[src/rtl/core/oesf_pkg.sv]
`timescale 1ns / 1ps
// oesf_pkg: shared types and constants for the offline event store-and-forward block
// no dependencies; used by the interfaces' users, front, back and top level

package oesf_pkg;

  // default ring size, one slot always stays empty
  localparam int QUEUE_DEPTH_DEF = 64;

  // depth of the request queue between front and back
  localparam int FQ_DEPTH = 2;

  // configuration register reset values
  localparam logic [15:0] LINK_TIMEOUT_RST  = 16'd5000;
  localparam logic [15:0] SEND_INTERVAL_RST = 16'd3000;

  // configuration register indexes
  localparam int CFG_IDX_W = 2;
  localparam logic [CFG_IDX_W-1:0] CFG_LINK_TIMEOUT  = 2'd0;
  localparam logic [CFG_IDX_W-1:0] CFG_SEND_INTERVAL = 2'd1;

  // request opcodes
  typedef enum logic [1:0] {
    OP_ENQ  = 2'd0,
    OP_ACK  = 2'd1,
    OP_TICK = 2'd2,
    OP_NONE = 2'd3
  } op_t;

  // one stored door event, 34 bits
  typedef struct packed {
    logic       door_open;
    logic [6:0] year;
    logic [3:0] month;
    logic [4:0] day;
    logic [4:0] hour;
    logic [5:0] minute;
    logic [5:0] second;
  } event_t;

  // classified request as it travels from front to back
  typedef struct packed {
    op_t    op;
    event_t evt;
  } item_t;

  // one result
  typedef struct packed {
    logic   event_sent;
    event_t evt;
    logic   link_up;
    logic   dropped;
  } res_t;

  // configuration values seen by the back end
  typedef struct packed {
    logic [15:0] link_timeout_ms;
    logic [15:0] send_interval_ms;
  } cfg_t;

  // saturating increment of a 16 bit millisecond counter
  function automatic logic [15:0] sat_inc16(input logic [15:0] v);
    sat_inc16 = (v == 16'hFFFF) ? v : v + 16'd1;
  endfunction

endpackage

[src/rtl/core/oesf_ifs.sv]
`timescale 1ns / 1ps
// oesf_ifs: request, result and configuration channel interfaces
// depends on nothing; widths follow the event field widths

interface oesf_in_if;
  logic       valid;
  logic       ready;
  logic [1:0] op;
  logic       door_open;
  logic [6:0] year_in;
  logic [3:0] month_in;
  logic [4:0] day_in;
  logic [4:0] hour_in;
  logic [5:0] minute_in;
  logic [5:0] second_in;

  modport source (output valid, op, door_open, year_in, month_in, day_in, hour_in,
                  minute_in, second_in, input ready);
  modport sink (input valid, op, door_open, year_in, month_in, day_in, hour_in,
                minute_in, second_in, output ready);
endinterface

interface oesf_out_if;
  logic       valid;
  logic       ready;
  logic       event_sent;
  logic       door_open_out;
  logic [6:0] year_out;
  logic [3:0] month_out;
  logic [4:0] day_out;
  logic [4:0] hour_out;
  logic [5:0] minute_out;
  logic [5:0] second_out;
  logic       link_up;
  logic       dropped;

  modport source (output valid, event_sent, door_open_out, year_out, month_out, day_out,
                  hour_out, minute_out, second_out, link_up, dropped, input ready);
  modport sink (input valid, event_sent, door_open_out, year_out, month_out, day_out,
                hour_out, minute_out, second_out, link_up, dropped, output ready);
endinterface

interface oesf_cfg_if;
  logic        valid;
  logic        ready;
  logic [1:0]  index;
  logic [15:0] data;

  modport source (output valid, index, data, input ready);
  modport sink (input valid, index, data, output ready);
endinterface

[src/rtl/core/offline_event_store_forward.sv]
`timescale 1ns / 1ps
// offline_event_store_forward: store-and-forward ring for door events with link watchdog
// a request waits in the front queue, then the back end registers its result; a tick that pops
// also passes through S_POP; throughput: one request per cycle unless the result channel stalls
// or a popping tick holds the back end in S_POP (the event memory read is registered)
// reset: synchronous active-low; ring empty, link up, counters zero, timeout 5000, interval 3000
// depends on oesf_pkg, oesf_ifs, oesf_front, oesf_back

module offline_event_store_forward #(
  parameter int QUEUE_DEPTH = oesf_pkg::QUEUE_DEPTH_DEF
) (
  input  logic        clk,
  input  logic        rst_n,
  oesf_in_if.sink     in_chan,
  oesf_out_if.source  out_chan,
  oesf_cfg_if.sink    cfg_chan
);
  import oesf_pkg::*;

  // configuration registers
  logic [15:0] tmo_r, tmo_nxt;
  logic [15:0] ivl_r, ivl_nxt;
  cfg_t        cfg;

  // front to back request queue
  item_t in_item;
  logic  q_valid;
  item_t q_item;
  logic  q_pop;

  // result side
  logic  res_valid;
  res_t  res;

  // config writes are always taken; unknown indexes are ignored
  assign cfg_chan.ready = 1'b1;

  always_comb begin
    tmo_nxt = tmo_r;
    ivl_nxt = ivl_r;
    if (cfg_chan.valid) begin
      unique case (cfg_chan.index)
        CFG_LINK_TIMEOUT:  tmo_nxt = cfg_chan.data;
        CFG_SEND_INTERVAL: ivl_nxt = cfg_chan.data;
        default: begin
        end
      endcase
    end
  end

  always_ff @(posedge clk) begin
    if (!rst_n) begin
      tmo_r <= LINK_TIMEOUT_RST;
      ivl_r <= SEND_INTERVAL_RST;
    end else begin
      tmo_r <= tmo_nxt;
      ivl_r <= ivl_nxt;
    end
  end

  assign cfg.link_timeout_ms  = tmo_r;
  assign cfg.send_interval_ms = ivl_r;

  // classify the incoming request: the 2-bit code maps directly onto the opcode set
  assign in_item.op            = op_t'(in_chan.op);
  assign in_item.evt.door_open = in_chan.door_open;
  assign in_item.evt.year      = in_chan.year_in;
  assign in_item.evt.month     = in_chan.month_in;
  assign in_item.evt.day       = in_chan.day_in;
  assign in_item.evt.hour      = in_chan.hour_in;
  assign in_item.evt.minute    = in_chan.minute_in;
  assign in_item.evt.second    = in_chan.second_in;

  // front end: takes requests whenever its short queue has room
  oesf_front u_front (
    .clk      (clk),
    .rst_n    (rst_n),
    .in_valid (in_chan.valid),
    .in_ready (in_chan.ready),
    .in_item  (in_item),
    .q_valid  (q_valid),
    .q_item   (q_item),
    .q_pop    (q_pop)
  );

  // back end: ring, watchdog counters and the result register
  oesf_back #(
    .QUEUE_DEPTH (QUEUE_DEPTH)
  ) u_back (
    .clk       (clk),
    .rst_n     (rst_n),
    .cfg       (cfg),
    .q_valid   (q_valid),
    .q_item    (q_item),
    .q_pop     (q_pop),
    .out_valid (res_valid),
    .out_ready (out_chan.ready),
    .out_res   (res)
  );

  // result channel
  assign out_chan.valid         = res_valid;
  assign out_chan.event_sent    = res.event_sent;
  assign out_chan.door_open_out = res.evt.door_open;
  assign out_chan.year_out      = res.evt.year;
  assign out_chan.month_out     = res.evt.month;
  assign out_chan.day_out       = res.evt.day;
  assign out_chan.hour_out      = res.evt.hour;
  assign out_chan.minute_out    = res.evt.minute;
  assign out_chan.second_out    = res.evt.second;
  assign out_chan.link_up       = res.link_up;
  assign out_chan.dropped       = res.dropped;

endmodule

[src/rtl/core/oesf_front.sv]
`timescale 1ns / 1ps
// oesf_front: accepts already classified requests and queues them for the back end
// depends on oesf_pkg

module oesf_front (
  input  logic            clk,
  input  logic            rst_n,
  input  logic            in_valid,
  output logic            in_ready,
  input  oesf_pkg::item_t in_item,
  output logic            q_valid,
  output oesf_pkg::item_t q_item,
  input  logic            q_pop
);
  import oesf_pkg::*;

  localparam int PTR_W = (FQ_DEPTH > 1) ? $clog2(FQ_DEPTH) : 1;
  localparam int CNT_W = $clog2(FQ_DEPTH + 1);

  item_t            q_r [FQ_DEPTH];
  logic [PTR_W-1:0] wp_r, wp_nxt;
  logic [PTR_W-1:0] rp_r, rp_nxt;
  logic [CNT_W-1:0] cnt_r, cnt_nxt;
  logic             push;
  logic             pop;

  function automatic logic [PTR_W-1:0] ptr_inc(input logic [PTR_W-1:0] p);
    ptr_inc = (p == PTR_W'(FQ_DEPTH - 1)) ? '0 : p + 1'b1;
  endfunction

  assign in_ready = (cnt_r != CNT_W'(FQ_DEPTH));
  assign push     = in_valid && in_ready;
  assign q_valid  = (cnt_r != '0);
  assign pop      = q_pop && q_valid;
  assign q_item   = q_r[rp_r];

  always_comb begin
    wp_nxt  = push ? ptr_inc(wp_r) : wp_r;
    rp_nxt  = pop ? ptr_inc(rp_r) : rp_r;
    cnt_nxt = cnt_r;
    if (push && !pop) begin
      cnt_nxt = cnt_r + 1'b1;
    end else if (pop && !push) begin
      cnt_nxt = cnt_r - 1'b1;
    end
  end

  always_ff @(posedge clk) begin
    if (!rst_n) begin
      wp_r  <= '0;
      rp_r  <= '0;
      cnt_r <= '0;
    end else begin
      wp_r  <= wp_nxt;
      rp_r  <= rp_nxt;
      cnt_r <= cnt_nxt;
    end
  end

  // payload slots, no reset
  always_ff @(posedge clk) begin
    if (push) begin
      q_r[wp_r] <= in_item;
    end
  end

endmodule

[src/rtl/core/oesf_back.sv]
`timescale 1ns / 1ps
// oesf_back: executes queued requests against the event ring and the link watchdog
// depends on oesf_pkg; holds the event memory and the result register

module oesf_back #(
  parameter int QUEUE_DEPTH = oesf_pkg::QUEUE_DEPTH_DEF
) (
  input  logic            clk,
  input  logic            rst_n,
  input  oesf_pkg::cfg_t  cfg,
  input  logic            q_valid,
  input  oesf_pkg::item_t q_item,
  output logic            q_pop,
  output logic            out_valid,
  input  logic            out_ready,
  output oesf_pkg::res_t  out_res
);
  import oesf_pkg::*;

  localparam int IDX_W = $clog2(QUEUE_DEPTH);

  typedef enum logic {
    S_RUN,
    S_POP
  } state_t;

  state_t           state_r, state_nxt;
  logic [IDX_W-1:0] wr_idx_r, wr_idx_nxt;
  logic [IDX_W-1:0] rd_idx_r, rd_idx_nxt;
  logic             conn_r, conn_nxt;
  logic [15:0]      ack_ms_r, ack_ms_nxt;
  logic [15:0]      send_ms_r, send_ms_nxt;
  logic             out_valid_r, out_valid_nxt;
  res_t             res_r, res_nxt;

  event_t           mem [QUEUE_DEPTH];
  event_t           rd_data_r;
  logic             wr_en;

  logic             go;
  logic [IDX_W-1:0] wr_inc;
  logic [IDX_W-1:0] rd_inc;
  logic [15:0]      ack_inc;
  logic [15:0]      send_inc;
  logic             conn_tick;

  function automatic logic [IDX_W-1:0] ring_next(input logic [IDX_W-1:0] idx);
    ring_next = (idx == IDX_W'(QUEUE_DEPTH - 1)) ? '0 : idx + 1'b1;
  endfunction

  assign wr_inc    = ring_next(wr_idx_r);
  assign rd_inc    = ring_next(rd_idx_r);
  assign ack_inc   = sat_inc16(ack_ms_r);
  assign send_inc  = sat_inc16(send_ms_r);
  assign conn_tick = conn_r && !(ack_inc > cfg.link_timeout_ms);

  // a request runs only when the result register is free or emptying
  assign go    = (state_r == S_RUN) && q_valid && (!out_valid_r || out_ready);
  assign q_pop = go;

  assign out_valid = out_valid_r;
  assign out_res   = res_r;

  always_comb begin
    state_nxt     = state_r;
    wr_idx_nxt    = wr_idx_r;
    rd_idx_nxt    = rd_idx_r;
    conn_nxt      = conn_r;
    ack_ms_nxt    = ack_ms_r;
    send_ms_nxt   = send_ms_r;
    out_valid_nxt = out_valid_r && !out_ready;
    res_nxt       = res_r;
    wr_en         = 1'b0;

    unique case (state_r)
      S_RUN: begin
        if (go) begin
          res_nxt       = '0;
          out_valid_nxt = 1'b1;
          unique case (q_item.op)
            OP_ENQ: begin
              if (wr_inc == rd_idx_r) begin
                res_nxt.dropped = 1'b1;
              end else begin
                wr_en      = 1'b1;
                wr_idx_nxt = wr_inc;
              end
            end
            OP_ACK: begin
              conn_nxt   = 1'b1;
              ack_ms_nxt = '0;
            end
            OP_TICK: begin
              ack_ms_nxt  = ack_inc;
              send_ms_nxt = send_inc;
              conn_nxt    = conn_tick;
              if (conn_tick && (send_inc >= cfg.send_interval_ms)) begin
                send_ms_nxt = '0;
                if (rd_idx_r != wr_idx_r) begin
                  // memory read lands next cycle, result goes out from S_POP
                  rd_idx_nxt    = rd_inc;
                  state_nxt     = S_POP;
                  out_valid_nxt = 1'b0;
                end
              end
            end
            OP_NONE: begin
            end
            default: begin
            end
          endcase
          res_nxt.link_up = conn_nxt;
        end
      end
      S_POP: begin
        res_nxt.event_sent = 1'b1;
        res_nxt.evt        = rd_data_r;
        res_nxt.link_up    = conn_r;
        res_nxt.dropped    = 1'b0;
        out_valid_nxt      = 1'b1;
        state_nxt          = S_RUN;
      end
      default: begin
        state_nxt = S_RUN;
      end
    endcase
  end

  always_ff @(posedge clk) begin
    if (!rst_n) begin
      state_r     <= S_RUN;
      wr_idx_r    <= '0;
      rd_idx_r    <= '0;
      conn_r      <= 1'b1;
      ack_ms_r    <= '0;
      send_ms_r   <= '0;
      out_valid_r <= 1'b0;
      res_r       <= '0;
    end else begin
      state_r     <= state_nxt;
      wr_idx_r    <= wr_idx_nxt;
      rd_idx_r    <= rd_idx_nxt;
      conn_r      <= conn_nxt;
      ack_ms_r    <= ack_ms_nxt;
      send_ms_r   <= send_ms_nxt;
      out_valid_r <= out_valid_nxt;
      res_r       <= res_nxt;
    end
  end

  // event ring: one write port, one registered read port at the read index
  always_ff @(posedge clk) begin
    if (wr_en) begin
      mem[wr_idx_r] <= q_item.evt;
    end
    rd_data_r <= mem[rd_idx_r];
  end

endmodule

[src/flat_wrapper.sv]
// flat-port wrapper written by rule: the top's interface ports become plain ports
module offline_event_store_forward_flat import oesf_pkg::*;
#(
  parameter int QUEUE_DEPTH = oesf_pkg::QUEUE_DEPTH_DEF
)
  (clk, rst_n, in_chan_valid, in_chan_op, in_chan_door_open, in_chan_year_in, in_chan_month_in, in_chan_day_in, in_chan_hour_in, in_chan_minute_in, in_chan_second_in, in_chan_ready, out_chan_valid, out_chan_event_sent, out_chan_door_open_out, out_chan_year_out, out_chan_month_out, out_chan_day_out, out_chan_hour_out, out_chan_minute_out, out_chan_second_out, out_chan_link_up, out_chan_dropped, out_chan_ready, cfg_chan_valid, cfg_chan_index, cfg_chan_data, cfg_chan_ready);
  oesf_in_if in_chan_i ();
  oesf_out_if out_chan_i ();
  oesf_cfg_if cfg_chan_i ();
  input  logic clk;
  input  logic rst_n;
  input wire logic [$bits(in_chan_i.valid)-1:0] in_chan_valid;
  input wire logic [$bits(in_chan_i.op)-1:0] in_chan_op;
  input wire logic [$bits(in_chan_i.door_open)-1:0] in_chan_door_open;
  input wire logic [$bits(in_chan_i.year_in)-1:0] in_chan_year_in;
  input wire logic [$bits(in_chan_i.month_in)-1:0] in_chan_month_in;
  input wire logic [$bits(in_chan_i.day_in)-1:0] in_chan_day_in;
  input wire logic [$bits(in_chan_i.hour_in)-1:0] in_chan_hour_in;
  input wire logic [$bits(in_chan_i.minute_in)-1:0] in_chan_minute_in;
  input wire logic [$bits(in_chan_i.second_in)-1:0] in_chan_second_in;
  output wire logic [$bits(in_chan_i.ready)-1:0] in_chan_ready;
  output wire logic [$bits(out_chan_i.valid)-1:0] out_chan_valid;
  output wire logic [$bits(out_chan_i.event_sent)-1:0] out_chan_event_sent;
  output wire logic [$bits(out_chan_i.door_open_out)-1:0] out_chan_door_open_out;
  output wire logic [$bits(out_chan_i.year_out)-1:0] out_chan_year_out;
  output wire logic [$bits(out_chan_i.month_out)-1:0] out_chan_month_out;
  output wire logic [$bits(out_chan_i.day_out)-1:0] out_chan_day_out;
  output wire logic [$bits(out_chan_i.hour_out)-1:0] out_chan_hour_out;
  output wire logic [$bits(out_chan_i.minute_out)-1:0] out_chan_minute_out;
  output wire logic [$bits(out_chan_i.second_out)-1:0] out_chan_second_out;
  output wire logic [$bits(out_chan_i.link_up)-1:0] out_chan_link_up;
  output wire logic [$bits(out_chan_i.dropped)-1:0] out_chan_dropped;
  input wire logic [$bits(out_chan_i.ready)-1:0] out_chan_ready;
  input wire logic [$bits(cfg_chan_i.valid)-1:0] cfg_chan_valid;
  input wire logic [$bits(cfg_chan_i.index)-1:0] cfg_chan_index;
  input wire logic [$bits(cfg_chan_i.data)-1:0] cfg_chan_data;
  output wire logic [$bits(cfg_chan_i.ready)-1:0] cfg_chan_ready;
  assign in_chan_i.valid = in_chan_valid;
  assign in_chan_i.op = in_chan_op;
  assign in_chan_i.door_open = in_chan_door_open;
  assign in_chan_i.year_in = in_chan_year_in;
  assign in_chan_i.month_in = in_chan_month_in;
  assign in_chan_i.day_in = in_chan_day_in;
  assign in_chan_i.hour_in = in_chan_hour_in;
  assign in_chan_i.minute_in = in_chan_minute_in;
  assign in_chan_i.second_in = in_chan_second_in;
  assign in_chan_ready = in_chan_i.ready;
  assign out_chan_valid = out_chan_i.valid;
  assign out_chan_event_sent = out_chan_i.event_sent;
  assign out_chan_door_open_out = out_chan_i.door_open_out;
  assign out_chan_year_out = out_chan_i.year_out;
  assign out_chan_month_out = out_chan_i.month_out;
  assign out_chan_day_out = out_chan_i.day_out;
  assign out_chan_hour_out = out_chan_i.hour_out;
  assign out_chan_minute_out = out_chan_i.minute_out;
  assign out_chan_second_out = out_chan_i.second_out;
  assign out_chan_link_up = out_chan_i.link_up;
  assign out_chan_dropped = out_chan_i.dropped;
  assign out_chan_i.ready = out_chan_ready;
  assign cfg_chan_i.valid = cfg_chan_valid;
  assign cfg_chan_i.index = cfg_chan_index;
  assign cfg_chan_i.data = cfg_chan_data;
  assign cfg_chan_ready = cfg_chan_i.ready;
  offline_event_store_forward #(.QUEUE_DEPTH(QUEUE_DEPTH)) u_core (.clk(clk), .rst_n(rst_n), .in_chan(in_chan_i), .out_chan(out_chan_i), .cfg_chan(cfg_chan_i));
endmodule
[config.mk]
export PLATFORM = sky130hd
export DESIGN_NAME = offline_event_store_forward_flat
export DESIGN_NICKNAME = d
export VERILOG_FILES = /design/src/rtl/core/oesf_pkg.sv /design/src/rtl/core/oesf_ifs.sv /design/src/rtl/core/offline_event_store_forward.sv /design/src/rtl/core/oesf_front.sv /design/src/rtl/core/oesf_back.sv /design/src/flat_wrapper.sv
export SDC_FILE = /design/constraint.sdc
export NUM_CORES = 2
export LEC_CHECK = 0
export BUFFER_PORTS_ARGS = -buffer_cell sky130_fd_sc_hd__buf_2
export CELL_PAD_IN_SITES_DETAIL_PLACEMENT = 1
export CELL_PAD_IN_SITES_GLOBAL_PLACEMENT = 2
export CORE_MARGIN = 3
export CORE_UTILIZATION = 51
export DETAILED_ROUTE_END_ITERATION = 8
export PLACE_DENSITY_LB_ADDON = 0.1
export SYNTH_ARGS = -nofsm -noshare
export SYNTH_HDL_FRONTEND = slang
export SYNTH_SLANG_ARGS = --single-unit
[constraint.sdc]
create_clock -name clk -period 5.3 [get_ports clk]
set_clock_uncertainty 0.1 [all_clocks]
set_input_delay 0 -clock clk [delete_from_list [all_inputs] [get_ports clk]]
set_output_delay 0 -clock clk [all_outputs]
set_load 0.02 [all_outputs]
==> results_dict.tcl <==
set metrics [dict create \
    drc 0 \
    path_buf_inv 0 \
    syn2layout_area_growth_pct 14.65 \
    detail-route-antenna-nets 0 \
    syn_inst 4182 \
    multi_input_area_mm2 0.02092 \
    crit_path_top_delay_cell "or3_1" \
    drive_gt1_frac 0.2902 \
    clock-sinks 2403 \
    slowest_delay_ns 0.59 \
    cts_tree "built" \
    cts_buffers 237 \
    hold_viol 0 \
    routabilityCongestion 0.7802 \
    grt_pass1_wl_um 346200 \
    syn_avg_cell_area_um2 22.05 \
    holdBufCountCts 139 \
    grt_max_degree 122 \
    ff_latch_area_mm2 0.07063 \
    clk_latency_ns 0.87 \
    ys_seq_elements 2403 \
    synth_most_common_cell "edfxtp_1" \
    met1_usage 0.3769 \
    max_freq_mhz 212.2 \
    cts_resized 0 \
    critPathLaunchType "flop" \
    die_h_um 431.2 \
    ir_worst_vdd_mv 0.3073 \
    cp_data_arrival_time_ns 5.40 \
    worst_slew_pin_slew_ns 1.312 \
    fillers 14770 \
    grt_usage 0.2619 \
    via_count 44640 \
    crit_required_ns 5.99 \
    hold_slack_ns 0.1201 \
    placedCellCount 6568 \
    grt_overflow 0 \
    netlist_top_cells_area "edfxtp_1 (73%), mux4_2 (17%), dfxtp_1 (3.4%), nand2_1 (0.77%), a22oi_1 (0.59%)" \
    hold_class "input pin to flop" \
    post-cts-setup-buffers 0 \
    reg2reg_slack_ns 0.59 \
    wl_um 240200 \
    synth_top_area_share 0.7321 \
    antenna_found_initial 9 \
    cpLargestDelayFamily "simple AND/OR/NAND/NOR gates" \
    wl_per_cell_um 33.62 \
    yosysWarnings 0 \
    ios 99 \
    layout.nets 4690 \
    grt_pass1_vias 46930 \
    rows 155 \
    port_buffers 97 \
    globalRoute.busiestLayer "met2" \
    yosys_most_used_dff "edfxtp_1" \
    final.setup.tns_ns 0 \
    fin_cells 7145 \
    grt_use_met2 0.4283 \
    synth_edf_count 2248 \
    via_per_inst 6.247 \
    clockBufferDepth 3 \
    drv_cap 0 \
    leakage_nw 32.50 \
    die_area_mm2 0.1859 \
    dr.first_iter.drc_count 4966 \
    slew_violations 0 \
    cp-end-kind "flop" \
    rsz0062_at_grt "no" \
    timing.final.crit_share 0.8890 \
    synth_top_area_cell "edfxtp_1" \
    met3_usage 0.04093 \
    syn-num-nets 4281 \
    crit_chain "and4_1, nand4_1, or3_1, and4_4, and3_1, xor2_1, ha_1, nand2_1, o21ai_0, a211o_1, a211oi_1, o2111ai_1, or3_1, a21oi_1" \
    core_area_mm2 0.1790 \
    critical_path_class "flop to flop" \
    setup_violations 0 \
    dieWidth_um 431.2 \
    powerDensity_mw_per_mm2 392.0 \
    syn_area_mm2 0.09221 \
    crit_top_cell "or3_1" \
    root_buffer "clkbuf_16" \
    synthArstFlopShare 0 \
    h-tree-depth 4 \
    ys_seq_area_frac 0.7657 \
    crit_fanout 13 \
    slew_headroom 0.1256 \
    yosys-top-cells-count "edfxtp_1 (2248), mux4_2 (680), nand2_1 (189)" \
    initial_core_util 0.5151 \
    post_synth_num_cell_types 71 \
    hpwl_um 134600 \
    status "completed" \
    clk_pin_slew_ns 0.07 \
    drt-pass1-iter-count 6 \
    fin_crit_ns 4.712 \
]
[per-layer routing]
metal / share of wire / vias to the layer above
met5: 0 / -
met4: 0.021 / 0
met3: 0.062 / 309
met2: 0.50 / 1632
met1: 0.42 / 24360
li1: - / 18330
[worst paths after layout]
path                                    from                   endpoint  depth (start not counted)
setup / recovery   u_core.u_back.ack_ms_r[3]  u_core.u_back.rd_idx_r[0]                         14
hold / removal                 in_chan_valid        u_core.u_front.wp_r                          5
setup reg to reg   u_core.u_back.ack_ms_r[3]  u_core.u_back.rd_idx_r[0]                         14
hold reg to reg   u_core.u_back.rd_data_r[9]  u_core.u_back.out_res[11]                          2
[cells in the final DEF (no fill, tap or decap), types with 6 or more instances in the layout]
cell type / instances
clkinv_2: 32
o211ai_1: 15
nor3_1: 7
bufinv_16: 16
ha_1: 40
or3_1: 13
nor2b_1: 7
nand4_1: 11
and3_1: 6
edfxtp_1: 2248
clkbuf_8: 7
clkinvlp_4: 6
nor2_4: 65
clkbuf_16: 238
o21ai_0: 44
dlygate4sd3_1: 139
mux2_2: 39
dfxtp_1: 149
buf_12: 40
clkinv_1: 67
a31oi_1: 6
xor2_1: 17
nand2_1: 189
mux4_2: 680
nand3b_1: 23
clkbuf_1: 56
nor2_1: 47
buf_2: 97
buf_4: 121
xnor2_1: 17
a21oi_1: 64
a22oi_1: 72
inv_1: 43
a22o_1: 16
and2_1: 22
nand3_1: 27
[worst register-to-register path, cell delays in order, from the launching register on]
cell       delay (ns)
dfxtp_1          0.43
and4_1           0.29
nand4_1          0.16
or3_1            0.59
and4_4           0.31
and3_1           0.19
xor2_1           0.20
ha_1             0.28
nand2_1          0.06
o21ai_0          0.12
a211o_1          0.30
a211oi_1         0.45
o2111ai_1        0.54
or3_1            0.53
a21oi_1          0.14
[where the power goes]
part | internal, W | leakage (nW) | switching, W
clock | 0.00911 | 3.63 | 0.00710
sequential | 0.0224 | 21.5 | 0.0000848
combinational | 0.000488 | 7.38 | 0.00226
[cells by family after synthesis]
family,after synthesis,synth area share
xor+xnor,34,0.003229
mux,721,0.1711
flops,2403,0.7657
compound gates,255,0.01817
fa+ha+maj,40,0.005428
simple gates,455,0.02338
buf+inv,273,0.01297
other cells,1,0.00004067
[state kept, by name, indices dropped and copies added (netlist names), named ones only]
name / count
u_core.u_front.wp_r: 1
u_core.u_back.rd_data_r: 34
u_core.u_back.rd_idx_r: 6
u_core.tmo_r: 16
u_core.u_back.mem: 2176
u_core.u_back.out_res: 37
u_core.u_back.send_ms_r: 16
u_core.u_front.cnt_r: 2
u_core.ivl_r: 16
u_core.u_back.conn_r: 1
u_core.u_front.rp_r: 1
u_core.u_front.q_r: 72
u_core.u_back.state_r: 1
u_core.u_back.out_valid: 1
u_core.u_back.ack_ms_r: 16
u_core.u_back.wr_idx_r: 6
[area by class of cell]
cell class,count,area share
flip-flops and latches,2403,0.6680
clock buffers,301,0.05923
well taps,2355,0.02787
repair buffers,397,0.03392
clock inverters,136,0.01138
inverters,46,0.001633
diodes,1,0.00002367
multi-input cells,1506,0.1979
[through the flow]
stage                     setup slack, ns  area [um^2]  power, W  utilization
after floorplan                     1.107        92210   0.02417            -
final                              0.5882       105700   0.04144       0.5906
after global routing               0.2062       105700   0.04281       0.5906
after global placement             0.5617        96860   0.02542       0.5411
after CTS                          0.5593       105700   0.04180       0.5906
after detailed placement           0.5455        96860   0.02558       0.5411
Note: power is estimated with default switching activity, not from simulation.
